<file path="config.mk">
export PLATFORM = sky130hd
export DESIGN_NAME = cpu_register_alu_execute_top
export DESIGN_NICKNAME = d
export VERILOG_FILES = /design/src/hdl/crae_pkg.sv /design/src/hdl/cpu_register_alu_execute_top.sv
export VERILOG_INCLUDE_DIRS = /design/src /design/src/hdl
export SDC_FILE = /design/constraint.sdc
export NUM_CORES = 1
export LEC_CHECK = 0
export CORE_AREA = 2 2 153 192
export CTS_CLUSTER_SIZE = 10
export DETAILED_ROUTE_END_ITERATION = 8
export DIE_AREA = 0 0 155 194
export DONT_BUFFER_PORTS = 1
export GPL_TIMING_DRIVEN = 0
export PLACE_DENSITY = 0.42
export SLEW_MARGIN = 10
export SYNTH_ARGS = -nofsm -noshare
export SYNTH_HDL_FRONTEND = slang
export SYNTH_SLANG_ARGS = --single-unit
</file>
<file path="constraint.sdc">
create_clock -name clk -period 3.3 [get_ports clk]
set_clock_uncertainty 0.15 [all_clocks]
set_input_delay 0.495 -clock clk [delete_from_list [all_inputs] [get_ports clk]]
set_output_delay 0.495 -clock clk [all_outputs]
set_load 0.01 [all_outputs]
</file>
<file path="src/hdl/cpu_register_alu_execute_top_assert.svh">
// assertion macros for the cpu register alu execute block
// depends on nothing; included by the top level
`ifndef CPU_REGISTER_ALU_EXECUTE_TOP_ASSERT_SVH
`define CPU_REGISTER_ALU_EXECUTE_TOP_ASSERT_SVH

`ifndef SYNTH
// same-cycle implication, skipped during reset
`define CRAE_ASSERT_IMPLIES(lbl, clk, rst, ante, cons, msg) \
  lbl: assert property (@(posedge clk) disable iff (rst) (ante) |-> (cons)) \
    else $error(msg);
// next-cycle implication, skipped during reset
`define CRAE_ASSERT_NEXT(lbl, clk, rst, ante, cons, msg) \
  lbl: assert property (@(posedge clk) disable iff (rst) (ante) |=> (cons)) \
    else $error(msg);
`else
`define CRAE_ASSERT_IMPLIES(lbl, clk, rst, ante, cons, msg)
`define CRAE_ASSERT_NEXT(lbl, clk, rst, ante, cons, msg)
`endif

`endif

</file>
<file path="src/hdl/crae_pkg.sv">
// opcode classes and decoder for the cpu register alu execute block
// depends on nothing
package crae_pkg;

  // status flag bit positions
  localparam logic [2:0] FLAG_N = 3'd7;
  localparam logic [2:0] FLAG_V = 3'd6;
  localparam logic [2:0] FLAG_D = 3'd3;
  localparam logic [2:0] FLAG_I = 3'd2;
  localparam logic [2:0] FLAG_Z = 3'd1;
  localparam logic [2:0] FLAG_C = 3'd0;

  typedef enum logic [5:0] {
    OP_LDA, OP_LDX, OP_LDY, OP_STA, OP_STX, OP_STY,
    OP_TAX, OP_TAY, OP_TXA, OP_TYA, OP_TSX, OP_TXS,
    OP_ADC, OP_SBC, OP_AND, OP_EOR, OP_ORA,
    OP_CMP, OP_CPX, OP_CPY, OP_BIT,
    OP_INX, OP_INY, OP_DEX, OP_DEY,
    OP_ASL, OP_LSR, OP_ROL, OP_ROR,
    OP_CLC, OP_CLD, OP_CLI, OP_CLV, OP_SEC, OP_SED, OP_SEI,
    OP_NOP, OP_BRK, OP_ILL
  } op_class_t;

  // map an opcode byte onto its operation, every addressing mode alike but for memory read-modify-write
  function automatic op_class_t decode(input logic [7:0] op);
    op_class_t cls;
    unique case (op)
      8'hA9, 8'hA5, 8'hB5, 8'hAD, 8'hBD, 8'hB9, 8'hA1, 8'hB1: cls = OP_LDA;
      8'hA2, 8'hA6, 8'hB6, 8'hAE, 8'hBE:                      cls = OP_LDX;
      8'hA0, 8'hA4, 8'hB4, 8'hAC, 8'hBC:                      cls = OP_LDY;
      8'h85, 8'h95, 8'h8D, 8'h9D, 8'h99, 8'h81, 8'h91:        cls = OP_STA;
      8'h86, 8'h96, 8'h8E:                                    cls = OP_STX;
      8'h84, 8'h94, 8'h8C:                                    cls = OP_STY;
      8'hAA: cls = OP_TAX;
      8'hA8: cls = OP_TAY;
      8'h8A: cls = OP_TXA;
      8'h98: cls = OP_TYA;
      8'hBA: cls = OP_TSX;
      8'h9A: cls = OP_TXS;
      8'h69, 8'h65, 8'h75, 8'h6D, 8'h7D, 8'h79, 8'h61, 8'h71: cls = OP_ADC;
      8'hE9, 8'hE5, 8'hF5, 8'hED, 8'hFD, 8'hF9, 8'hE1, 8'hF1: cls = OP_SBC;
      8'h29, 8'h25, 8'h35, 8'h2D, 8'h3D, 8'h39, 8'h21, 8'h31: cls = OP_AND;
      8'h49, 8'h45, 8'h55, 8'h4D, 8'h5D, 8'h59, 8'h41, 8'h51: cls = OP_EOR;
      8'h09, 8'h05, 8'h15, 8'h0D, 8'h1D, 8'h19, 8'h01, 8'h11: cls = OP_ORA;
      8'hC9, 8'hC5, 8'hD5, 8'hCD, 8'hDD, 8'hD9, 8'hC1, 8'hD1: cls = OP_CMP;
      8'hE0, 8'hE4, 8'hEC: cls = OP_CPX;
      8'hC0, 8'hC4, 8'hCC: cls = OP_CPY;
      8'h24, 8'h2C:        cls = OP_BIT;
      8'hE8: cls = OP_INX;
      8'hC8: cls = OP_INY;
      8'hCA: cls = OP_DEX;
      8'h88: cls = OP_DEY;
      8'h0A: cls = OP_ASL;
      8'h4A: cls = OP_LSR;
      8'h2A: cls = OP_ROL;
      8'h6A: cls = OP_ROR;
      8'h18: cls = OP_CLC;
      8'hD8: cls = OP_CLD;
      8'h58: cls = OP_CLI;
      8'hB8: cls = OP_CLV;
      8'h38: cls = OP_SEC;
      8'hF8: cls = OP_SED;
      8'h78: cls = OP_SEI;
      // stack, jumps, branches, memory read-modify-write and nop do nothing here
      8'h48, 8'h68, 8'h08, 8'h28,
      8'hE6, 8'hF6, 8'hEE, 8'hFE,
      8'hC6, 8'hD6, 8'hCE, 8'hDE,
      8'h06, 8'h16, 8'h0E, 8'h1E,
      8'h46, 8'h56, 8'h4E, 8'h5E,
      8'h26, 8'h36, 8'h2E, 8'h3E,
      8'h66, 8'h76, 8'h6E, 8'h7E,
      8'h4C, 8'h6C, 8'h20, 8'h60,
      8'h90, 8'hB0, 8'hF0, 8'hD0,
      8'h30, 8'h10, 8'h50, 8'h70,
      8'hEA: cls = OP_NOP;
      8'h00: cls = OP_BRK;
      default: cls = OP_ILL;
    endcase
    return cls;
  endfunction

endpackage

</file>
<file path="src/hdl/cpu_register_alu_execute_top.sv">
// cpu register alu execute block: 8-bit accumulator machine execute stage
// an accepted transaction passes the input reg, then the result reg, before result valid
// throughput: one instruction per cycle while out_stall is low; the combinational execute
// pass through the alu and flag logic sets the rate, and results leave in order
// reset: a, x, y, status and stack pointer clear to zero, both stages empty
// depends on crae_pkg and cpu_register_alu_execute_top_assert.svh
`include "cpu_register_alu_execute_top_assert.svh"

module cpu_register_alu_execute_top (
  input  logic       clk,
  input  logic       rst,
  input  logic       in_valid,
  output logic       in_stall,
  input  logic [7:0] op,
  input  logic [7:0] operand,
  output logic       out_valid,
  input  logic       out_stall,
  output logic [7:0] acc_out,
  output logic [7:0] x_out,
  output logic [7:0] y_out,
  output logic [7:0] flags_out,
  output logic [7:0] sp_out,
  output logic       store_valid,
  output logic [7:0] store_data,
  output logic       halted,
  output logic       illegal
);

  // input register
  logic       s1_valid;
  logic [7:0] s1_op;
  logic [7:0] s1_operand;

  // architectural state
  logic [7:0] acc;
  logic [7:0] x_reg;
  logic [7:0] y_reg;
  logic [7:0] flags;
  logic [7:0] sp;

  // result register side fields
  logic       st_reg;
  logic [7:0] sdata_reg;
  logic       halt_reg;
  logic       bad_reg;

  // execute pass
  crae_pkg::op_class_t cls;
  logic [7:0] acc_next;
  logic [7:0] x_next;
  logic [7:0] y_next;
  logic [7:0] flags_next;
  logic [7:0] sp_next;
  logic       st_next;
  logic [7:0] sdata_next;
  logic       halt_next;
  logic       bad_next;
  logic [7:0] zn_val;
  logic       zn_en;
  logic [7:0] add_b;
  logic [8:0] sum;
  logic [7:0] cmp_reg;
  logic [7:0] cmp_diff;

  logic out_ready;
  logic s1_load;
  logic exec;

  // handshake control
  assign out_ready = !out_valid || !out_stall;
  assign exec      = s1_valid && out_ready;
  assign in_stall  = s1_valid && !out_ready;
  assign s1_load   = in_valid && !in_stall;

  always_ff @(posedge clk) begin
    if (rst) begin
      s1_valid <= 1'b0;
    end else if (s1_load) begin
      s1_valid <= 1'b1;
    end else if (exec) begin
      s1_valid <= 1'b0;
    end
  end

  always_ff @(posedge clk) begin
    if (s1_load) begin
      s1_op      <= op;
      s1_operand <= operand;
    end
  end

  // shared adder and comparator
  assign cls      = crae_pkg::decode(s1_op);
  assign add_b    = (cls == crae_pkg::OP_SBC) ? ~s1_operand : s1_operand;
  assign sum      = {1'b0, acc} + {1'b0, add_b} + {8'h00, flags[crae_pkg::FLAG_C]};
  assign cmp_reg  = (cls == crae_pkg::OP_CPX) ? x_reg :
                    (cls == crae_pkg::OP_CPY) ? y_reg : acc;
  assign cmp_diff = cmp_reg - s1_operand;

  // instruction execute
  always_comb begin
    acc_next   = acc;
    x_next     = x_reg;
    y_next     = y_reg;
    flags_next = flags;
    sp_next    = sp;
    st_next    = 1'b0;
    sdata_next = 8'h00;
    halt_next  = 1'b0;
    bad_next   = 1'b0;
    zn_val     = 8'h00;
    zn_en      = 1'b0;
    unique case (cls)
      crae_pkg::OP_LDA: begin acc_next = s1_operand; zn_val = s1_operand; zn_en = 1'b1; end
      crae_pkg::OP_LDX: begin x_next = s1_operand; zn_val = s1_operand; zn_en = 1'b1; end
      crae_pkg::OP_LDY: begin y_next = s1_operand; zn_val = s1_operand; zn_en = 1'b1; end
      crae_pkg::OP_STA: begin st_next = 1'b1; sdata_next = acc; end
      crae_pkg::OP_STX: begin st_next = 1'b1; sdata_next = x_reg; end
      crae_pkg::OP_STY: begin st_next = 1'b1; sdata_next = y_reg; end
      crae_pkg::OP_TAX: begin x_next = acc; zn_val = acc; zn_en = 1'b1; end
      crae_pkg::OP_TAY: begin y_next = acc; zn_val = acc; zn_en = 1'b1; end
      crae_pkg::OP_TXA: begin acc_next = x_reg; zn_val = x_reg; zn_en = 1'b1; end
      crae_pkg::OP_TYA: begin acc_next = y_reg; zn_val = y_reg; zn_en = 1'b1; end
      crae_pkg::OP_TSX: begin x_next = sp; zn_val = sp; zn_en = 1'b1; end
      crae_pkg::OP_TXS: begin sp_next = x_reg; end
      crae_pkg::OP_ADC, crae_pkg::OP_SBC: begin
        acc_next = sum[7:0];
        flags_next[crae_pkg::FLAG_C] = sum[8];
        flags_next[crae_pkg::FLAG_V] = (acc[7] ^ sum[7]) & (add_b[7] ^ sum[7]);
        zn_val = sum[7:0];
        zn_en  = 1'b1;
      end
      crae_pkg::OP_AND: begin
        acc_next = acc & s1_operand; zn_val = acc & s1_operand; zn_en = 1'b1;
      end
      crae_pkg::OP_EOR: begin
        acc_next = acc ^ s1_operand; zn_val = acc ^ s1_operand; zn_en = 1'b1;
      end
      crae_pkg::OP_ORA: begin
        acc_next = acc | s1_operand; zn_val = acc | s1_operand; zn_en = 1'b1;
      end
      crae_pkg::OP_CMP, crae_pkg::OP_CPX, crae_pkg::OP_CPY: begin
        zn_val = cmp_diff;
        zn_en  = 1'b1;
        flags_next[crae_pkg::FLAG_C] = (cmp_reg >= s1_operand);
      end
      crae_pkg::OP_BIT: begin
        flags_next[crae_pkg::FLAG_Z] = ((acc & s1_operand) == 8'h00);
        flags_next[crae_pkg::FLAG_N] = s1_operand[7];
        flags_next[crae_pkg::FLAG_V] = s1_operand[6];
      end
      crae_pkg::OP_INX: begin x_next = x_reg + 8'h01; zn_val = x_reg + 8'h01; zn_en = 1'b1; end
      crae_pkg::OP_INY: begin y_next = y_reg + 8'h01; zn_val = y_reg + 8'h01; zn_en = 1'b1; end
      crae_pkg::OP_DEX: begin x_next = x_reg - 8'h01; zn_val = x_reg - 8'h01; zn_en = 1'b1; end
      crae_pkg::OP_DEY: begin y_next = y_reg - 8'h01; zn_val = y_reg - 8'h01; zn_en = 1'b1; end
      crae_pkg::OP_ASL: begin
        acc_next = {acc[6:0], 1'b0}; zn_val = {acc[6:0], 1'b0}; zn_en = 1'b1;
        flags_next[crae_pkg::FLAG_C] = acc[7];
      end
      crae_pkg::OP_LSR: begin
        acc_next = {1'b0, acc[7:1]}; zn_val = {1'b0, acc[7:1]}; zn_en = 1'b1;
        flags_next[crae_pkg::FLAG_C] = acc[0];
      end
      crae_pkg::OP_ROL: begin
        acc_next = {acc[6:0], flags[crae_pkg::FLAG_C]};
        zn_val   = {acc[6:0], flags[crae_pkg::FLAG_C]};
        zn_en    = 1'b1;
        flags_next[crae_pkg::FLAG_C] = acc[7];
      end
      crae_pkg::OP_ROR: begin
        acc_next = {flags[crae_pkg::FLAG_C], acc[7:1]};
        zn_val   = {flags[crae_pkg::FLAG_C], acc[7:1]};
        zn_en    = 1'b1;
        flags_next[crae_pkg::FLAG_C] = acc[0];
      end
      crae_pkg::OP_CLC: flags_next[crae_pkg::FLAG_C] = 1'b0;
      crae_pkg::OP_CLD: flags_next[crae_pkg::FLAG_D] = 1'b0;
      crae_pkg::OP_CLI: flags_next[crae_pkg::FLAG_I] = 1'b0;
      crae_pkg::OP_CLV: flags_next[crae_pkg::FLAG_V] = 1'b0;
      crae_pkg::OP_SEC: flags_next[crae_pkg::FLAG_C] = 1'b1;
      crae_pkg::OP_SED: flags_next[crae_pkg::FLAG_D] = 1'b1;
      crae_pkg::OP_SEI: flags_next[crae_pkg::FLAG_I] = 1'b1;
      crae_pkg::OP_NOP: begin end
      crae_pkg::OP_BRK: halt_next = 1'b1;
      crae_pkg::OP_ILL: bad_next = 1'b1;
      default:          bad_next = 1'b1;
    endcase
    // zero and negative from the result byte
    if (zn_en) begin
      flags_next[crae_pkg::FLAG_Z] = (zn_val == 8'h00);
      flags_next[crae_pkg::FLAG_N] = zn_val[7];
    end
  end

  // state and result register, updated only when the result slot is free
  always_ff @(posedge clk) begin
    if (rst) begin
      acc   <= 8'h00;
      x_reg <= 8'h00;
      y_reg <= 8'h00;
      flags <= 8'h00;
      sp    <= 8'h00;
    end else if (exec) begin
      acc   <= acc_next;
      x_reg <= x_next;
      y_reg <= y_next;
      flags <= flags_next;
      sp    <= sp_next;
    end
  end

  always_ff @(posedge clk) begin
    if (exec) begin
      st_reg    <= st_next;
      sdata_reg <= sdata_next;
      halt_reg  <= halt_next;
      bad_reg   <= bad_next;
    end
  end

  always_ff @(posedge clk) begin
    if (rst) begin
      out_valid <= 1'b0;
    end else if (exec) begin
      out_valid <= 1'b1;
    end else if (!out_stall) begin
      out_valid <= 1'b0;
    end
  end

  // state holds while a result waits, so it doubles as the result payload
  assign acc_out     = acc;
  assign x_out       = x_reg;
  assign y_out       = y_reg;
  assign flags_out   = flags;
  assign sp_out      = sp;
  assign store_valid = st_reg;
  assign store_data  = sdata_reg;
  assign halted      = halt_reg;
  assign illegal     = bad_reg;

  // checks
  `CRAE_ASSERT_NEXT(a_halt_ill_keep_state, clk, rst,
    exec && (cls == crae_pkg::OP_BRK || cls == crae_pkg::OP_ILL),
    $stable(acc) && $stable(x_reg) && $stable(y_reg) && $stable(flags) && $stable(sp),
    "halt or illegal changed state")
  `CRAE_ASSERT_IMPLIES(a_store_exclusive, clk, rst, out_valid && store_valid,
    !halted && !illegal, "store flagged with halt or illegal")
  `CRAE_ASSERT_IMPLIES(a_unused_flags_zero, clk, rst, 1'b1,
    flags[5:4] == 2'b00, "unused status bits set")
  `CRAE_ASSERT_NEXT(a_stall_holds_input, clk, rst, s1_valid && out_valid && out_stall,
    s1_valid && $stable(s1_op) && $stable(s1_operand), "input register lost under stall")
  `CRAE_ASSERT_NEXT(a_state_frozen_when_idle, clk, rst, !exec,
    $stable(acc) && $stable(flags), "state changed without execute")

endmodule
</file>
==> out/qor.yml, run 1 <==
violations: "setup timing"
yosysSeqAreaShare_pct: 24.95
status: "finished with violations"
place_inst: 1241
final_common_cell: "nor2_1"
cp_max_fo: 5
die_y_microns: 194
drcViolationCount: 0
final_cells: 1295
viasPerCell: 5.822
syn_area_sq_um: 6940
tightest_slew_ns: 1.086
tns_ns: -0.5235
drtIter0Drc: 700
htreeDepth: 3
drive_gt1_share_pct: 15.87
synthArstFlopShare_pct: 0
synth-seq-cells: 73
io_pins: 73
synth_edf_count: 27
finalHoldViolations: 0
die_w_microns: 155
fin_crit_sh_pct: 106.9
synth_top_area_cell: "dfxtp_1"
antenna_found_initial: 1
grt_overflow: 0
dieArea_sq_um: 30070
drtPass1Iterations: 5
ant_nets: 0
syn_inst: 885
finalInstanceArea_sq_um: 8412
synth.distinct_cells: 80
insertion_delay_ns: 0.37
area_growth_pct: 21.20
cp_num_buf_inv: 1
wirelength_microns: 31460
setup_ws_ns: -0.2262
ir_drop_v: 0.0002277
final_core_util_pct: 29.80
vias: 7540
grt_max_degree: 17
critPathKind: "flip-flop to flip-flop"
dp_hpwl_microns: 23480
final-max-slew-violation-count: 0
grt_pass1_wl_microns: 47060
layout_min_cycle_time_ns: 3.526
cts_tree: "yes"
gp_congestion: 0.9437
p_leak_nw: 3.018
synthTopCellsByArea: "dfxtp_1 13%, edfxtp_1 12%, ha_1 7.8%, nor2_1 4.8%, nand2_1 3.8%"
clockRootBuffer: "clkbuf_16"
maxCapViolations: 0
final_cell_mix: "87 x nor2_1, 67 x nand2_1, 51 x clkbuf_1, 42 x a21oi_1, 41 x buf_4"
fin_nets: 1000
required_ns: 3.42
hp-class: "primary input to flip-flop"
setup_viol: 3
clkTransAtPathRegs_ns: 0.07
place_ws_ns: -0.8656
cts_buffers: 9
p_per_area_nw_per_um2: 400.8
crit_chain: "and4bb_4 -> nand2_8 -> xnor2_4 -> fa_2 -> fa_2 -> inv_2 -> a222oi_1 -> and4b_1 -> and3_4 -> and4_1 -> nand4_1 -> o31ai_4"
placed_cell_area_sq_um: 7440
cp-end-kind: "flip-flop"
max_stage_delay_ns: 0.55
yosysWarnings: 0
grt_pass1_vias: 7330
clk_path_buf_depth: 2
arrival_ns: 3.64
design.core.area_sq_um: 28230
port_buffers: 0
wl_per_cell_microns: 24.30
path_delay_family: "simple AND/OR/NAND/NOR gates"
avgSynthCellArea_sq_um: 7.842
cts_sinks: 73
rsz0062_at_grt: "true"
yosysTopAreaCellShare_pct: 13.27
worstSetupStartpointType: "flip-flop"
rows: 69
max_slew_margin_pct: 27.01
crit_path_frequent_cell: "fa_2"
initial_core_util_pct: 24.58
track_usage_pct: 20.63
synth_ff_type: "dfxtp_1"
cp_slowest_cell: "fa_2"
fmax_mhz: 283.6
[routing by layer]
layer / vias to the layer above / wire length [microns] / global-route usage (%)
li1: 3455 / - / -
met4: 2 / 1813 / 11.90
met2: 322 / 16020 / 36.28
met3: 87 / 1585 / 3.084
met5: - / 13 / 0
met1: 3674 / 12030 / 23.59
[area by class of cell]
type	instances	area, sq um
multi-input combinational	699	5091
antenna	1	2.502
fill	3062	19820
buffer	76	395.4
timing repair buffer	41	317.8
clock inverter	7	61.31
sequential	73	1747
tap	355	444.2
inverter	34	127.6
clock buffer	9	225.2
[state kept, by name, summed over array words and instances, names as in the netlist]
register     flops
acc_out          8
cls              6
flags_out        6
halted           1
illegal          1
out_valid        1
s1_op            8
s1_operand       8
s1_valid         1
sp_out           8
store_data       8
store_valid      1
x_out            8
y_out            8
[through the flow]
stage,power [mW],hold WS (ns)
3_3_place_gp,2.193,0.3210
2_1_floorplan,1.840,0.3091
3_5_place_dp,2.179,0.3293
5_1_grt,3.529,0.06015
4_1_cts,3.312,0.05747
6_report,3.371,0.06735
[report_power, final]
group	switching [mW]	total, mW	internal, mW
Clock	0.482	1.01	0.524
Sequential	0.0849	1.08	0.994
Combinational	0.799	1.29	0.488
[cells in the mapped netlist, types with 25 or more instances]
library cell / n
inv_1: 34
dfxtp_1: 46
a211oi_1: 25
ha_1: 43
edfxtp_1: 27
nand3_1: 30
nand2_1: 71
o21ai_0: 47
nor2_1: 89
a21oi_1: 46
nor3_1: 31
clkbuf_1: 61
[path summary, 6_finish.rpt]
kind,startpoint,to,slack (ns),cells past startpoint
worst max-delay path,cls[5],flags_out[1],-0.23,12
worst min-delay path,op[7],s1_op[7],0.07,0
worst max register to register,cls[5],flags_out[1],-0.23,12
worst min register to register,s1_valid,out_valid,0.36,2
[cell families (layout without fill, tap and decap cells)]
| logic type | Yosys count | after routing | share of synthesized area (%) |
|---|---|---|---|
| xor+xnor | 30 | 30 | 3.786 |
| flops | 73 | 73 | 24.95 |
| mux | 30 | 30 | 4.489 |
| other cells | 1 | 3 | 0.05403 |
| buf+inv | 114 | 167 | 6.616 |
| compound gates | 283 | 283 | 29.80 |
| fa+ha+maj | 46 | 46 | 8.617 |
| simple gates | 308 | 308 | 21.69 |
[worst reg2reg max path: cells and delay by family (launching register included)]
| family | cells | cell delay, ns |
|---|---|---|
| compound gates | 2 | 0.53 |
| buf+inv | 1 | 0.04 |
| xor+xnor | 1 | 0.15 |
| fa+ha+maj | 2 | 0.93 |
| flops | 1 | 0.33 |
| simple gates | 6 | 1.29 |
[what timing repair did]
item / CTS / global route
pin swaps: 21 / 30
endpoints found under the setup margin: 16 / 17
endpoints found under the hold margin: 0 / 0
hold buffers: 0 / 0
gates resized for setup: 64 / 42
gates cloned: 1 / 0
buffers inserted: 22 / 18
Note: power is estimated with default switching activity, not from simulation.
==> inputs of run 2 (changes only) <==
--- a/config.mk
+++ b/config.mk
@@ -6,13 +6,13 @@
 export SDC_FILE = /design/constraint.sdc
 export NUM_CORES = 1
 export LEC_CHECK = 0
+export BUFFER_PORTS_ARGS = -buffer_cell sky130_fd_sc_hd__buf_2
 export CORE_AREA = 2 2 153 192
 export CTS_CLUSTER_SIZE = 10
 export DETAILED_ROUTE_END_ITERATION = 8
 export DIE_AREA = 0 0 155 194
-export DONT_BUFFER_PORTS = 1
 export GPL_TIMING_DRIVEN = 0
-export PLACE_DENSITY = 0.42
+export PLACE_DENSITY = 0.44
 export SLEW_MARGIN = 10
 export SYNTH_ARGS = -nofsm -noshare
 export SYNTH_HDL_FRONTEND = slang
==> out/qor.yml, run 2 (synthesis gave the netlist of run 1 again) <==
status: "finished with violations"  # unchanged
violations: "setup timing"  # unchanged
crit_chain: "buf_6 -> and4bb_4 -> nand2_8 -> buf_4 -> xnor2_1 -> ha_1 -> o21a_1 -> o31a_1 -> o31ai_4 -> mux2i_1 -> a211o_1 -> a2111o_1 -> o211ai_1 -> a21oi_1"  # was and4bb_4 -> nand2_8 -> xnor2_4 -> fa_2 -> fa_2 -> inv_2 -> a222oi_1 -> and4b_1 -> and3_4 -> and4_1 -> nand4_1 -> o31ai_4
finalHoldViolations: 0  # unchanged
required_ns: 3.36  # was 3.42 ns
clk_path_buf_depth: 2  # unchanged
fin_nets: 1064  # was 1000
cts_tree: "yes"  # unchanged
path_delay_family: "compound AO/OA/AOI/OAI gates"  # was simple AND/OR/NAND/NOR gates
cp_num_buf_inv: 2  # was 1
vias: 7765  # was 7540
clockRootBuffer: "clkbuf_16"  # unchanged
cts_sinks: 73  # unchanged
setup_ws_ns: -0.2510  # was -0.2262 ns
insertion_delay_ns: 0.36  # was 0.37 ns
die_w_microns: 155  # unchanged
dp_hpwl_microns: 23200  # was 23480 microns
max_slew_margin_pct: 25.04  # was 27.01%
ff2ff_setup_slack_ns: -0.25  # was -0.23 ns
dieArea_sq_um: 30070  # unchanged
grt_pass1_vias: 7461  # was 7330
cts_buffers: 9  # unchanged
viasPerCell: 5.718  # was 5.822
layout_min_cycle_time_ns: 3.551  # was 3.526 ns
drcViolationCount: 0  # unchanged
r2r_cells: 14  # was 12
cp_slowest_cell: "a2111o_1"  # was fa_2
fmax_mhz: 281.6  # was 283.6 MHz
drive_gt1_share_pct: 20.14  # was 15.87%
critPathCapture: "flags_out[7]"  # was flags_out[1]
final_core_util_pct: 30.54  # was 29.80%
p_per_area_nw_per_um2: 394.0  # was 400.8 nW/um^2
antenna_found_initial: 0  # was 1
drtIter0Drc: 679  # was 700
worstSetupStartpoint: "cls[2]"  # was cls[5]
grt_overflow: 0  # unchanged
cp-end-kind: "flip-flop"  # unchanged
r2r-end: "flags_out[7]"  # was flags_out[1]
ir_drop_v: 0.0002579  # was 0.0002277 V
hp-class: "primary input to flip-flop"  # unchanged
arrival_ns: 3.61  # was 3.64 ns
ant_nets: 0  # unchanged
setup_viol: 3  # unchanged
final_cell_mix: "89 x nor2_1, 75 x buf_2, 68 x nand2_1, 54 x clkbuf_1, 42 x ha_1"  # was 87 x nor2_1, 67 x nand2_1, 51 x clkbuf_1, 42 x a21oi_1, 41 x buf_4
initial_core_util_pct: 24.58  # unchanged
cp.depth: 14  # was 12
rsz0062_at_grt: "true"  # unchanged
place_ws_ns: -0.7610  # was -0.8656 ns
worstSetupStartpointType: "flip-flop"  # unchanged
clkTransAtPathRegs_ns: 0.06  # was 0.07 ns
grt_max_degree: 17  # unchanged
final-max-slew-violation-count: 0  # unchanged
tightest_slew_ns: 1.116  # was 1.086 ns
io_pins: 73  # unchanged
track_usage_pct: 19.88  # was 20.63%
htreeDepth: 3  # unchanged
r2r_start: "cls[2]"  # was cls[5]
design.core.area_sq_um: 28230  # unchanged
max_stage_delay_ns: 0.45  # was 0.55 ns
diodes: 0  # was 1
p_leak_nw: 3.317  # was 3.018 nW
gp_congestion: 0.9940  # was 0.9437
fin_crit_sh_pct: 107.6  # was 106.9%
worstHoldStart: "operand[2]"  # was op[7]
tns_ns: -0.6027  # was -0.5235 ns
maxCapViolations: 0  # unchanged
drtPass1Iterations: 6  # was 5
wirelength_microns: 30470  # was 31460 microns
final_common_cell: "nor2_1"  # unchanged
rows: 69  # unchanged
wl_per_cell_microns: 22.44  # was 24.30 microns
port_buffers: 70  # was 0
grt_pass1_wl_microns: 45750  # was 47060 microns
die_y_microns: 194  # unchanged
critPathKind: "flip-flop to flip-flop"  # unchanged
cp_max_fo: 8  # was 5
area_growth_pct: 24.23  # was 21.20%
-- run 2: layout make-up --
cell class	count	area (sq um)
sequential	73	1747
timing repair buffer	105	616.8
clock buffer	9	225.2
multi-input combinational	699	5005
tap	355	444.2
clock inverter	7	76.32
fill	3054	19610
inverter	34	131.4
buffer	76	376.6
-- run 2: routing by layer --
| layer | up-vias | track usage [%] | routed length (microns) |
|---|---|---|---|
| met5 | - | 0 | 0 |
| met4 | 0 | 11.90 | 1925 |
| met3 | 107 | 2.749 | 1528 |
| met2 | 359 | 34.55 | 15060 |
| met1 | 3708 | 23.03 | 11960 |
| li1 | 3591 | - | - |
-- run 2: worst min-delay path by stage --
| stage | slack (ns) | to | depth (start not counted) |
|---|---|---|---|
| after floorplan | 0.31 | out_valid | 2 |
| after global placement | 0.32 | out_valid | 2 |
| after detailed placement | 0.34 | out_valid | 2 |
| after CTS | 0.14 | s1_operand[0] | 1 |
| after global routing | 0.15 | s1_operand[2] | 1 |
| final | 0.15 | s1_operand[2] | 1 |
-- run 2: timing repair --
item,4_1_cts,5_1_grt
gates resized for setup,49,34
setup endpoints to repair,16,16
pin swaps,24,30
hold buffers,0,0
hold endpoints to repair,0,0
setup buffers,22,13
-- run 2: report_power, final --
group / switching, mW / internal, mW
Combinational: 0.814 / 0.492
Clock: 0.438 / 0.592
Sequential: 0.0680 / 0.994
-- run 2: stage by stage --
stage,area (sq um),hold slack (ns),power [mW],cells
global placement,7790,0.3200,2.220,1311
finish,8622,0.1544,3.397,1358
CTS,8442,0.1429,3.347,1348
global route,8622,0.1515,3.551,1358
detailed placement,7790,0.3406,2.210,1311
floorplan,6995,0.3091,1.840,886
